## src/rtl/core/cark_pkg.sv

```systemverilog
// cark_pkg: shared constants, match state types and the matcher result struct
// for the command / acknowledgement retransmit handler; no dependencies
package cark_pkg;

    localparam int unsigned BYTE_W   = 8;
    localparam int unsigned SAMPLE_W = 12;
    localparam int unsigned TICKS_W  = 16;
    localparam int unsigned PEND_W   = 8;

    localparam logic [TICKS_W-1:0]  TIMEOUT_RESET = TICKS_W'(300);
    localparam logic [PEND_W-1:0]   PEND_MAX      = '1;

    localparam logic [BYTE_W-1:0] CH_BANG = 8'd33;
    localparam logic [BYTE_W-1:0] CH_R    = 8'd82;
    localparam logic [BYTE_W-1:0] CH_S    = 8'd83;
    localparam logic [BYTE_W-1:0] CH_T    = 8'd84;
    localparam logic [BYTE_W-1:0] CH_HASH = 8'd35;
    localparam logic [BYTE_W-1:0] CH_O    = 8'd79;
    localparam logic [BYTE_W-1:0] CH_K    = 8'd75;

    typedef enum logic {
        OP_BYTE = 1'b0,
        OP_TICK = 1'b1
    } op_t;

    typedef enum logic {
        KIND_NEW    = 1'b0,
        KIND_REPEAT = 1'b1
    } kind_t;

    typedef enum logic [2:0] {
        REQ_IDLE,
        REQ_BANG,
        REQ_R,
        REQ_S,
        REQ_T
    } req_state_t;

    typedef enum logic [1:0] {
        ACK_IDLE,
        ACK_BANG,
        ACK_O,
        ACK_K
    } ack_state_t;

    typedef struct packed {
        req_state_t req_state;
        ack_state_t ack_state;
        logic       req_done;
        logic       ack_done;
    } match_result_t;

endpackage

```

## src/rtl/core/cark_item_if.sv

```systemverilog
// cark_item_if: input item channel (received byte or timer tick)
// depends on cark_pkg for field widths
interface cark_item_if;
    logic                           valid;
    logic                           ready;
    logic                           op;
    logic [cark_pkg::BYTE_W-1:0]    rx_byte;
    logic [cark_pkg::SAMPLE_W-1:0]  adc_sample;

    modport source (output valid, output op, output rx_byte, output adc_sample, input ready);
    modport sink   (input valid, input op, input rx_byte, input adc_sample, output ready);
endinterface

```

## src/rtl/core/cark_reply_if.sv

```systemverilog
// cark_reply_if: reply channel (new reading or repeat after timeout)
// depends on cark_pkg for field widths
interface cark_reply_if;
    logic                           valid;
    logic                           ready;
    logic                           reply_kind;
    logic [cark_pkg::SAMPLE_W-1:0]  reply_value;

    modport source (output valid, output reply_kind, output reply_value, input ready);
    modport sink   (input valid, input reply_kind, input reply_value, output ready);
endinterface

```

## src/rtl/core/command_ack_retransmit_handler.sv

```systemverilog
// command_ack_retransmit_handler: request / ack matching with timed resend
// depends on cark_pkg, cark_item_if, cark_reply_if and cark_matcher
//
//  channel   dir  payload                          handshake
//  item      in   op, rx_byte, adc_sample           valid / ready
//  reply     out  reply_kind, reply_value           valid / ready
//  cfg       in   cfg_wdata (timeout_ticks)         cfg_we, no wait
//
// one item per cycle while replies are taken; a transfer lands in the input
// register, goes through the matchers and counters when the output register
// is free or taken, and its reply, if any, waits in it until taken; the input
// register refills while a reply waits, so one stalled reply holds at most
// one more item; reset clears all control state but not the data registers;
// timeout reload and count return to 300
module command_ack_retransmit_handler (
    input  logic                         clk,
    input  logic                         rst_n,
    cark_item_if.sink                    item,
    cark_reply_if.source                 reply,
    input  logic                         cfg_we,
    input  logic [cark_pkg::TICKS_W-1:0] cfg_wdata
);

    logic                           in_valid_reg;
    logic                           in_op_reg;
    logic [cark_pkg::BYTE_W-1:0]    in_byte_reg;
    logic [cark_pkg::SAMPLE_W-1:0]  in_sample_reg;

    logic                           out_valid_reg;
    logic                           out_kind_reg;
    logic [cark_pkg::SAMPLE_W-1:0]  out_value_reg;

    logic [cark_pkg::TICKS_W-1:0]   ticks_reg;
    cark_pkg::req_state_t           req_state_reg, req_state_next;
    cark_pkg::ack_state_t           ack_state_reg, ack_state_next;
    logic [cark_pkg::PEND_W-1:0]    pending_reg, pending_next;
    logic                           awaiting_reg, awaiting_next;
    logic [cark_pkg::TICKS_W-1:0]   count_reg, count_next;
    logic [cark_pkg::SAMPLE_W-1:0]  last_reg, last_next;

    logic                           advance;
    logic                           emit;
    logic                           emit_kind;
    cark_pkg::match_result_t        match;

    assign advance    = in_valid_reg && (!out_valid_reg || reply.ready);
    assign item.ready = !in_valid_reg || advance;

    assign reply.valid       = out_valid_reg;
    assign reply.reply_kind  = out_kind_reg;
    assign reply.reply_value = out_value_reg;

    cark_matcher u_matcher (
        .rx_byte      (in_byte_reg),
        .req_state    (req_state_reg),
        .ack_state    (ack_state_reg),
        .awaiting_ack (awaiting_reg),
        .result       (match)
    );

    always_comb
    begin
        req_state_next = req_state_reg;
        ack_state_next = ack_state_reg;
        pending_next   = pending_reg;
        awaiting_next  = awaiting_reg;
        count_next     = count_reg;
        last_next      = last_reg;
        emit           = 1'b0;
        emit_kind      = cark_pkg::KIND_NEW;

        if (in_op_reg == cark_pkg::OP_BYTE)
        begin
            req_state_next = match.req_state;
            ack_state_next = match.ack_state;
            if (match.req_done && pending_reg != cark_pkg::PEND_MAX)
            begin
                pending_next = pending_reg + 1'b1;
            end
            if (match.ack_done)
            begin
                count_next    = ticks_reg;
                awaiting_next = 1'b0;
            end
        end
        else if (awaiting_reg)
        begin
            if (count_reg == '0)
            begin
                count_next = ticks_reg;
                emit       = 1'b1;
                emit_kind  = cark_pkg::KIND_REPEAT;
            end
            else
            begin
                count_next = count_reg - 1'b1;
            end
        end

        if (!emit && pending_next != '0 && !awaiting_next)
        begin
            pending_next  = pending_next - 1'b1;
            last_next     = in_sample_reg;
            awaiting_next = 1'b1;
            emit          = 1'b1;
            emit_kind     = cark_pkg::KIND_NEW;
        end
    end

    always_ff @(posedge clk or negedge rst_n)
    begin
        if (!rst_n)
        begin
            in_valid_reg  <= 1'b0;
            out_valid_reg <= 1'b0;
            ticks_reg     <= cark_pkg::TIMEOUT_RESET;
            req_state_reg <= cark_pkg::REQ_IDLE;
            ack_state_reg <= cark_pkg::ACK_IDLE;
            pending_reg   <= '0;
            awaiting_reg  <= 1'b0;
            count_reg     <= cark_pkg::TIMEOUT_RESET;
            last_reg      <= '0;
        end
        else
        begin
            if (cfg_we)
            begin
                ticks_reg <= cfg_wdata;
            end

            if (item.ready)
            begin
                in_valid_reg <= item.valid;
            end

            if (advance)
            begin
                out_valid_reg <= emit;
                req_state_reg <= req_state_next;
                ack_state_reg <= ack_state_next;
                pending_reg   <= pending_next;
                awaiting_reg  <= awaiting_next;
                count_reg     <= count_next;
                last_reg      <= last_next;
            end
            else if (reply.ready)
            begin
                out_valid_reg <= 1'b0;
            end
        end
    end

    always_ff @(posedge clk)
    begin
        if (item.valid && item.ready)
        begin
            in_op_reg     <= item.op;
            in_byte_reg   <= item.rx_byte;
            in_sample_reg <= item.adc_sample;
        end
        if (advance && emit)
        begin
            out_kind_reg  <= emit_kind;
            out_value_reg <= (emit_kind == cark_pkg::KIND_REPEAT) ? last_reg : last_next;
        end
    end

endmodule

```

## src/rtl/core/cark_matcher.sv

```systemverilog
// cark_matcher: next state of the "!RST#" and "!OK#" matchers for one byte
// depends on cark_pkg for characters, state types and the result struct
module cark_matcher (
    input  logic [cark_pkg::BYTE_W-1:0] rx_byte,
    input  cark_pkg::req_state_t        req_state,
    input  cark_pkg::ack_state_t        ack_state,
    input  logic                        awaiting_ack,
    output cark_pkg::match_result_t     result
);

    always_comb
    begin
        result.req_done = 1'b0;
        result.ack_done = 1'b0;

        if (rx_byte == cark_pkg::CH_BANG)
        begin
            result.req_state = cark_pkg::REQ_BANG;
        end
        else if (req_state == cark_pkg::REQ_BANG && rx_byte == cark_pkg::CH_R)
        begin
            result.req_state = cark_pkg::REQ_R;
        end
        else if (req_state == cark_pkg::REQ_R && rx_byte == cark_pkg::CH_S)
        begin
            result.req_state = cark_pkg::REQ_S;
        end
        else if (req_state == cark_pkg::REQ_S && rx_byte == cark_pkg::CH_T)
        begin
            result.req_state = cark_pkg::REQ_T;
        end
        else if (req_state == cark_pkg::REQ_T && rx_byte == cark_pkg::CH_HASH)
        begin
            result.req_state = cark_pkg::REQ_IDLE;
            result.req_done  = 1'b1;
        end
        else
        begin
            result.req_state = cark_pkg::REQ_IDLE;
        end

        if (rx_byte == cark_pkg::CH_BANG && awaiting_ack)
        begin
            result.ack_state = cark_pkg::ACK_BANG;
        end
        else if (ack_state == cark_pkg::ACK_BANG && rx_byte == cark_pkg::CH_O)
        begin
            result.ack_state = cark_pkg::ACK_O;
        end
        else if (ack_state == cark_pkg::ACK_O && rx_byte == cark_pkg::CH_K)
        begin
            result.ack_state = cark_pkg::ACK_K;
        end
        else if (ack_state == cark_pkg::ACK_K && rx_byte == cark_pkg::CH_HASH)
        begin
            result.ack_state = cark_pkg::ACK_IDLE;
            result.ack_done  = 1'b1;
        end
        else
        begin
            result.ack_state = cark_pkg::ACK_IDLE;
        end
    end

endmodule

```

## src/flat_wrapper.sv

```systemverilog
// flat-port wrapper written by rule: the top's interface ports become plain ports
module command_ack_retransmit_handler_flat 
  (clk, rst_n, cfg_we, cfg_wdata, item_valid, item_op, item_rx_byte, item_adc_sample, item_ready, reply_valid, reply_reply_kind, reply_reply_value, reply_ready);
  cark_item_if item_i ();
  cark_reply_if reply_i ();
  input  logic clk;
  input  logic rst_n;
  input  logic cfg_we;
  input  logic [cark_pkg::TICKS_W-1:0] cfg_wdata;
  input wire logic [$bits(item_i.valid)-1:0] item_valid;
  input wire logic [$bits(item_i.op)-1:0] item_op;
  input wire logic [$bits(item_i.rx_byte)-1:0] item_rx_byte;
  input wire logic [$bits(item_i.adc_sample)-1:0] item_adc_sample;
  output wire logic [$bits(item_i.ready)-1:0] item_ready;
  output wire logic [$bits(reply_i.valid)-1:0] reply_valid;
  output wire logic [$bits(reply_i.reply_kind)-1:0] reply_reply_kind;
  output wire logic [$bits(reply_i.reply_value)-1:0] reply_reply_value;
  input wire logic [$bits(reply_i.ready)-1:0] reply_ready;
  assign item_i.valid = item_valid;
  assign item_i.op = item_op;
  assign item_i.rx_byte = item_rx_byte;
  assign item_i.adc_sample = item_adc_sample;
  assign item_ready = item_i.ready;
  assign reply_valid = reply_i.valid;
  assign reply_reply_kind = reply_i.reply_kind;
  assign reply_reply_value = reply_i.reply_value;
  assign reply_i.ready = reply_ready;
  command_ack_retransmit_handler u_core (.clk(clk), .rst_n(rst_n), .item(item_i), .reply(reply_i), .cfg_we(cfg_we), .cfg_wdata(cfg_wdata));
endmodule
```

## config.mk

```make
export PLATFORM = sky130hd
export DESIGN_NAME = command_ack_retransmit_handler_flat
export DESIGN_NICKNAME = d
export VERILOG_FILES = /design/src/rtl/core/cark_pkg.sv /design/src/rtl/core/cark_item_if.sv /design/src/rtl/core/cark_reply_if.sv /design/src/rtl/core/command_ack_retransmit_handler.sv /design/src/rtl/core/cark_matcher.sv /design/src/flat_wrapper.sv
export SDC_FILE = /design/constraint.sdc
export NUM_CORES = 1
export LEC_CHECK = 0
export BUFFER_PORTS_ARGS = -buffer_cell sky130_fd_sc_hd__buf_2
export CAP_MARGIN = 20
export CORE_MARGIN = 2
export CORE_UTILIZATION = 50
export DETAILED_ROUTE_END_ITERATION = 16
export PLACE_DENSITY = 0.7
export SYNTH_ARGS = -nofsm -noshare
export SYNTH_HDL_FRONTEND = slang
export SYNTH_SLANG_ARGS = --single-unit
```

## constraint.sdc

```tcl
create_clock -name clk -period 3.95 [get_ports clk]
set_input_delay 1.185 -clock clk [delete_from_list [all_inputs] [get_ports clk]]
set_output_delay 1.185 -clock clk [all_outputs]
set_load 0.02 [all_outputs]
```

### Word level (Yosys, flattened, before mapping)

Index checks and enable logic that the tools add are counted.

| cells by class | value |
|---|---|
| equality and inequality tests | 16 |
| bitwise logic cells | 1 |
| muxes and demuxes | 35 |
| reductions and logical operators | 26 |
| $add $sub $neg | 3 |

Operator list:

| operator | number |
|---|---|
| 16-bit 2-to-1 mux | 4 |
| 8-bit by 7-bit == test with 1-bit output (second input constant) | 5 |
| 12-bit 2-to-1 mux | 2 |
| 8-bit 2-to-1 mux | 3 |
| 1-bit 2-to-1 mux | 19 |
| 8-bit by 6-bit == test with 1-bit output (second input constant) | 2 |
| 16-bit logical NOT | 1 |
| 16-bit by 1-bit subtractor with 16-bit output (second input constant) | 1 |
| 1-bit logical AND | 14 |
| 3-bit 2-to-1 mux | 4 |
| 8-bit by 1-bit adder with 8-bit output (second input constant) | 1 |
| 8-bit != test (second input constant) | 1 |
| 8-bit nonzero test | 1 |
| 8-bit by 1-bit subtractor with 8-bit output (second input constant) | 1 |
| 3-bit by 2-bit == test with 1-bit output (second input constant) | 2 |
| 2-bit 2-to-1 mux | 3 |
| 2-bit == test (second input constant) | 2 |
| 1-bit logical NOT | 4 |
| 2-bit nonzero test | 2 |
| 3-bit by 1-bit == test with 1-bit output (second input constant) | 1 |
| 3-bit == test (second input constant) | 1 |
| 3-bit AND reduction | 1 |
| 2-bit by 1-bit == test with 1-bit output (second input constant) | 1 |
| 1-bit logical OR | 2 |
| 3 further kinds | 3 |

| storage, ports and cells | value |
|---|---|
| word-level logic and storage cells | 95 |
| bits of input ports | 42 |
| flip-flop bits (word level) | 94 |
| output and inout bits | 15 |

### Logic depth before layout (Yosys ltp)

| logic depth | value |
|---|---|
| depth after elaboration | 15 |
| depth in mapped cells | 14 |
| gate-level depth less buffers | 12 |

### By module

Synthesis repeated with hierarchy kept, for this count alone.

| unflattened totals | value |
|---|---|
| cell total of the unflattened synthesis | 417 |
| area total of the unflattened synthesis | 4833.4 um^2 |

Modules (own cells, without submodules):

| module | instances | cells each | seq. area each (um^2) | area each (um^2) |
|---|---|---|---|---|
| command_ack_retransmit_handler | 1 | 390 | 2532.4 | 4642.0 |
| cark_matcher | 1 | 27 | 0.0 | 191.4 |

### Worst setup path after synthesis

No wires, ideal clock.

| timing path | value |
|---|---|
| path kind | register to register |
| start | register u_core.in_byte_reg[2] in the netlist's numbering |
| end | register u_core.out_kind_reg, in the netlist u_core.reply.reply_kind (enable) |
| period minus slack after synthesis | 3.435 ns |
| path buffers | 2 |
| arrival | 3.053 ns |
| stages on the path, launching flop included | 10 |
| required time | 3.568 ns |
| setup time | 0.382 ns |
| setup slack | 0.515 ns |
| path through | edfxtp_1 or4b_1 buf_2 nor4_2 mux2i_1 o21ai_4 a21oi_4 buf_2 nor2_1 nor2_1 |

| between the ends | value |
|---|---|
| word-level cells in the longest chain between the ends | 15 |
| elaborated cells on any way between the ends | 35 |
| those cells by class | 7 x eq/ne; 14 x mux; 14 x reduce/logical |

RTL lines:

| item | line | RTL |
|---|---|---|
| from (decl) | command_ack_retransmit_handler.sv:26 | `logic [cark_pkg::BYTE_W-1:0] in_byte_reg;` |
| from (signal assigned) | command_ack_retransmit_handler.sv:158 | `in_byte_reg <= item.rx_byte;` |
| 8-bit by 6-bit == test with 1-bit output | cark_matcher.sv:32, cark_matcher.sv:54 |  |
| 1-bit logical AND | cark_matcher.sv:32 | `else if (req_state == cark_pkg::REQ_T && rx_byte == cark_pkg::CH_HASH)` |
| 1-bit 2-to-1 mux | cark_matcher.sv:32 |  |
| 1-bit 2-to-1 mux | cark_matcher.sv:28 | `else if (req_state == cark_pkg::REQ_S && rx_byte == cark_pkg::CH_T)` |
| 1-bit 2-to-1 mux | cark_matcher.sv:24 | `else if (req_state == cark_pkg::REQ_R && rx_byte == cark_pkg::CH_S)` |
| 1-bit 2-to-1 mux | cark_matcher.sv:20 | `else if (req_state == cark_pkg::REQ_BANG && rx_byte == cark_pkg::CH_R)` |
| 1-bit 2-to-1 mux | cark_matcher.sv:16 | `if (rx_byte == cark_pkg::CH_BANG)` |
| 1-bit logical AND | command_ack_retransmit_handler.sv:76 | `if (match.req_done && pending_reg != cark_pkg::PEND_MAX)` |
| 8-bit 2-to-1 mux | command_ack_retransmit_handler.sv:76 |  |
| 8-bit 2-to-1 mux | command_ack_retransmit_handler.sv:72 | `if (in_op_reg == cark_pkg::OP_BYTE)` |
| 8-bit nonzero test | command_ack_retransmit_handler.sv:100 | `if (!emit && pending_next != '0 && !awaiting_next)` |
| 1-bit logical AND | command_ack_retransmit_handler.sv:100 |  |
| 1-bit logical AND (*) | command_ack_retransmit_handler.sv:100 |  |
| 1-bit 2-to-1 mux (*) | command_ack_retransmit_handler.sv:100 |  |
| 1-bit logical AND (*) | command_ack_retransmit_handler.sv:161 | `if (advance && emit)` |
| to (signal assigned) | command_ack_retransmit_handler.sv:163 | `out_kind_reg <= emit_kind;` |
| to (decl) | command_ack_retransmit_handler.sv:30 | `logic out_kind_reg;` |

Every way passes the cells marked *; elsewhere a longest branch is shown, timed or not.
A chain may end at the register's enable or synchronous reset.

### Worst setup path in the final report

| timing path | value |
|---|---|
| start | register u_core.in_byte_reg[2] in the netlist's numbering |
| end | register u_core.pending_reg[6] in the netlist's numbering |

| between the ends | value |
|---|---|
| word-level cells in the longest chain between the ends | 14 |
| elaborated cells on any way between the ends | 35 |
| those cells by class | 1 x add/sub; 7 x eq/ne; 14 x mux; 13 x reduce/logical |

RTL lines:

| item | line | RTL |
|---|---|---|
| parallel branches: the longest is 13 deep, another holds 8-bit by 1-bit subtractor with 8-bit output | - |  |
| 8-bit 2-to-1 mux (*) | command_ack_retransmit_handler.sv:100 |  |
| to (signal assigned) | command_ack_retransmit_handler.sv:141 | `pending_reg <= pending_next;` |
| to (decl) | command_ack_retransmit_handler.sv:36 | `logic [cark_pkg::PEND_W-1:0] pending_reg, pending_next;` |

Every way passes the cells marked *.

==> qor.yml <==
cells_and_area:
  antenna_cells: 0
  areaGrowthSynthToFinish_pct: 13.27
  design_area_sq_um: 5319
  final_nets: 516
  drive_above_1_share: 0.3088
routing:
  wl_per_cell_microns: 16.28
  routed_via_density: 5.825
  first_pass_iters: 4
  num_vias: 3419
  drt_iter0_markers: 243
  ant_nets: 0
  wirelength_microns: 9554
  drc_errors: 0
power:
  seqPwrFrac: 0.562
  peakVddDrop_mv: 0.3136
  switching_share: 0.2880
  cellPowerDensity_nw_per_um2: 429.9
  p_int_mw: 1.628
  switching_power_mw: 0.6585
  p_leak_nw: 2.091
  power.share.combinational: 0.167
  clkPwrFrac: 0.271
global_route:
  grt_pass1_vias: 3323
  grt_pass1_wl_microns: 15860
  grt_overflow: 0
  track_usage: 0.1964
  grt_max_degree: 48
  antenna_found_initial: 0
job:
  maxCapViolCount: 0
clock_tree:
  root_buffer: "clkbuf_8"
  cts_hold_buf: 0
  cts_buffers: 9
  clkLatencyLatePin_ns: 0.36
  cts_resized: 0
  cts_tree: "done"
  cts_max_level: 3
  clk_pin_slew_ns: 0.10
  cts_sinks: 94
  post-cts-setup-buffer-count: 0
  clockBufferDepth: 2
yosys:
  synth-edff-count: 34
  syn-cell-area_sq_um: 4696
  synthDistinctLibCells: 63
  synthFlopType: "dfrtp_1"
  ys_ff_latch: 94
  ys_warn_count: 0
  syn_nets: 460
  postSynthCellCount: 415
  ys_seq_area_frac: 0.5393
  asyncSetResetFlopFracSynth: 0.6383
  avgSynthCellArea_sq_um: 11.32
floorplanning:
  dieWidth_microns: 100.9
  core_sq_um: 9196
  die_area_sq_um: 10180
  die_h_microns: 100.9
  ioPinCount: 57
  rows: 35
  initial_core_util: 0.5106
timing:
  post-route-period-util: 0.9393
  hold_violations: 0
  slew_violations: 0
  maxSlewHeadroom: 0.3993
  finalSetupViolations: 0
  setup_ws_ns: 0.2399
  setup_tns_ns: 0
  worst_pin_slew_ns: 0.9011
  fin_crit_ns: 3.710
  rsz0062_at_grt: "no"
  finClkSkew_ns: 0.009017
  max_freq_mhz: 269.5
setup_path:
  cp_cell_sequence: "or4b_1, nor4_4, nand2_1, a21oi_1, ha_1, and2_1, o21ai_0, or3b_4, a221oi_2, a211oi_1"
  startpoint_type: "register"
  crit_family: "simple AND/OR/NAND/NOR gates"
  worstSetupEndpointType: "register"
  worstPathArrival_ns: 3.95
  r2r_start: "u_core.in_byte_reg[2]"
  critPathBufInv: 0
  cp_slowest_cell: "or4b_1"
  crit_path_start: "u_core.in_byte_reg[2]"
  cp_data_required_time_ns: 4.19
  crit_type: "reg2reg"
  critPathMaxFanout: 9
  critPathMaxStageDelay_ns: 0.66
placed_design:
  placed_cell_area_sq_um: 5094
  io_buffers: 56
  place_congestion: 0.9499
  dp_slack_ns: 0.3056
  dp_hpwl_microns: 6556
run_status:
  status: "complete, no violations"
min_path:
  min_from: "u_core.in_sample_reg[2]"
  hp-class: "reg2reg"
==> cells by family after synthesis <==
group | after synthesis | synth area share
simple gates | 143 | 0.1719
compound gates | 95 | 0.1330
flops | 94 | 0.5393
mux | 44 | 0.1127
buf+inv | 32 | 0.02771
xor+xnor | 4 | 0.007460
fa+ha+maj | 3 | 0.007994
==> cell usage after synthesis, drive strengths merged (2+ instances only) <==
| master | n | area, sq um |
|---|---|---|
| nand4b | 2 | 17.52 |
| nand3 | 12 | 60.06 |
| a21boi | 2 | 15.01 |
| ha | 3 | 37.54 |
| dfrtp | 52 | 1301 |
| or4 | 4 | 33.78 |
| or3b | 2 | 20.02 |
| a22oi | 3 | 22.52 |
| nor4b | 3 | 26.28 |
| edfxtp | 34 | 1021 |
| a21o | 4 | 30.03 |
| and2 | 4 | 27.53 |
| nand2 | 22 | 82.58 |
| o2111ai | 3 | 26.28 |
| nor3 | 14 | 70.07 |
| or2 | 4 | 25.02 |
| o22ai | 5 | 31.28 |
| nand4 | 6 | 37.54 |
| and3 | 2 | 12.51 |
| o21a | 2 | 15.01 |
| nor2b | 2 | 12.51 |
| buf | 4 | 25.02 |
| nor3b | 6 | 45.04 |
| nor2 | 35 | 131.4 |
| or3 | 7 | 43.79 |
| a21oi | 28 | 151.4 |
| or4b | 2 | 20.02 |
| o31ai | 4 | 30.03 |
| a211oi | 7 | 65.06 |
| mux2i | 3 | 30.03 |
| clkbuf | 17 | 63.81 |
| nand2b | 4 | 25.02 |
| xnor2 | 4 | 35.03 |
| nand3b | 3 | 22.52 |
| nor4 | 5 | 52.55 |
| a31oi | 5 | 31.28 |
| o21ai | 25 | 136.4 |
| inv | 11 | 41.29 |
| mux2 | 41 | 499.2 |
| dfstp | 8 | 210.2 |
==> final timing paths <==
check | slack [ns] | cells past startpoint | end
max in group asynchronous | 2.48 | 2 | u_core.last_reg[8]
hold / removal | 0.51 | 1 | u_core.last_reg[2]
min in group asynchronous | 0.83 | 1 | u_core.ticks_reg[0]
setup reg to reg | 0.24 | 10 | u_core.pending_reg[6]
hold reg to reg | 0.51 | 1 | u_core.last_reg[2]
setup / recovery | 0.24 | 10 | u_core.pending_reg[6]
==> layout make-up <==
cell class | count | area (sq um)
clock buffers | 10 | 137.6
inverters | 11 | 41.29
flip-flops and latches | 94 | 2532
fillers | 767 | 3877
well taps | 111 | 138.9
multi-input cells | 289 | 2041
clock inverters | 6 | 48.80
repair buffers | 66 | 379.1
==> layer usage <==
layer	share of wire	track usage	vias up	wire length (microns)
met5	0	0	-	0
met4	0.012	0.06653	0	119
met3	0.038	0.03745	10	361
met2	0.47	0.3036	90	4497
met1	0.48	0.2795	1655	4577
li1	-	-	1664	-
==> power groups by stage <==
stage,Sequential [mW],Combinational (mW),Clock [mW]
2_1_floorplan,1.25,0.313,0
3_3_place_gp,1.29,0.368,0
3_5_place_dp,1.30,0.380,0
4_1_cts,1.28,0.381,0.637
5_1_grt,1.30,0.428,0.672
6_report,1.29,0.381,0.620
==> placed cells by master, fill, tap and decap left out, types with 4 or more instances in the layout <==
cell type and n:
buf_2 56, dfrtp_1 52, nor2_1 35, edfxtp_1 34, mux2_2 31, a21oi_1 27, o21ai_0 24, nand2_1 22
nor3_1 14, nand3_1 12, inv_1 11, mux2_4 10, clkbuf_8 10, buf_4 8, dfstp_2 8, or3_1 7
nand4_1 6, nor3b_1 6, a211oi_1 6, a31oi_1 5, o22ai_1 5, or2_2 4, xnor2_1 4, nand2b_1 4
a21o_1 4, o31ai_1 4
==> through the flow <==
step	total power, mW	hold slack [ns]	cells	util
global placement	1.663	0.4821	569	0.5539
finish	2.287	0.5115	587	0.5784
CTS	2.300	0.5139	585	0.5742
floorplan	1.564	0.4637	415	-
detailed placement	1.677	0.4910	569	0.5539
global route	2.405	0.5334	587	0.5784
No activity file was read; power rests on OpenSTA's default activity.
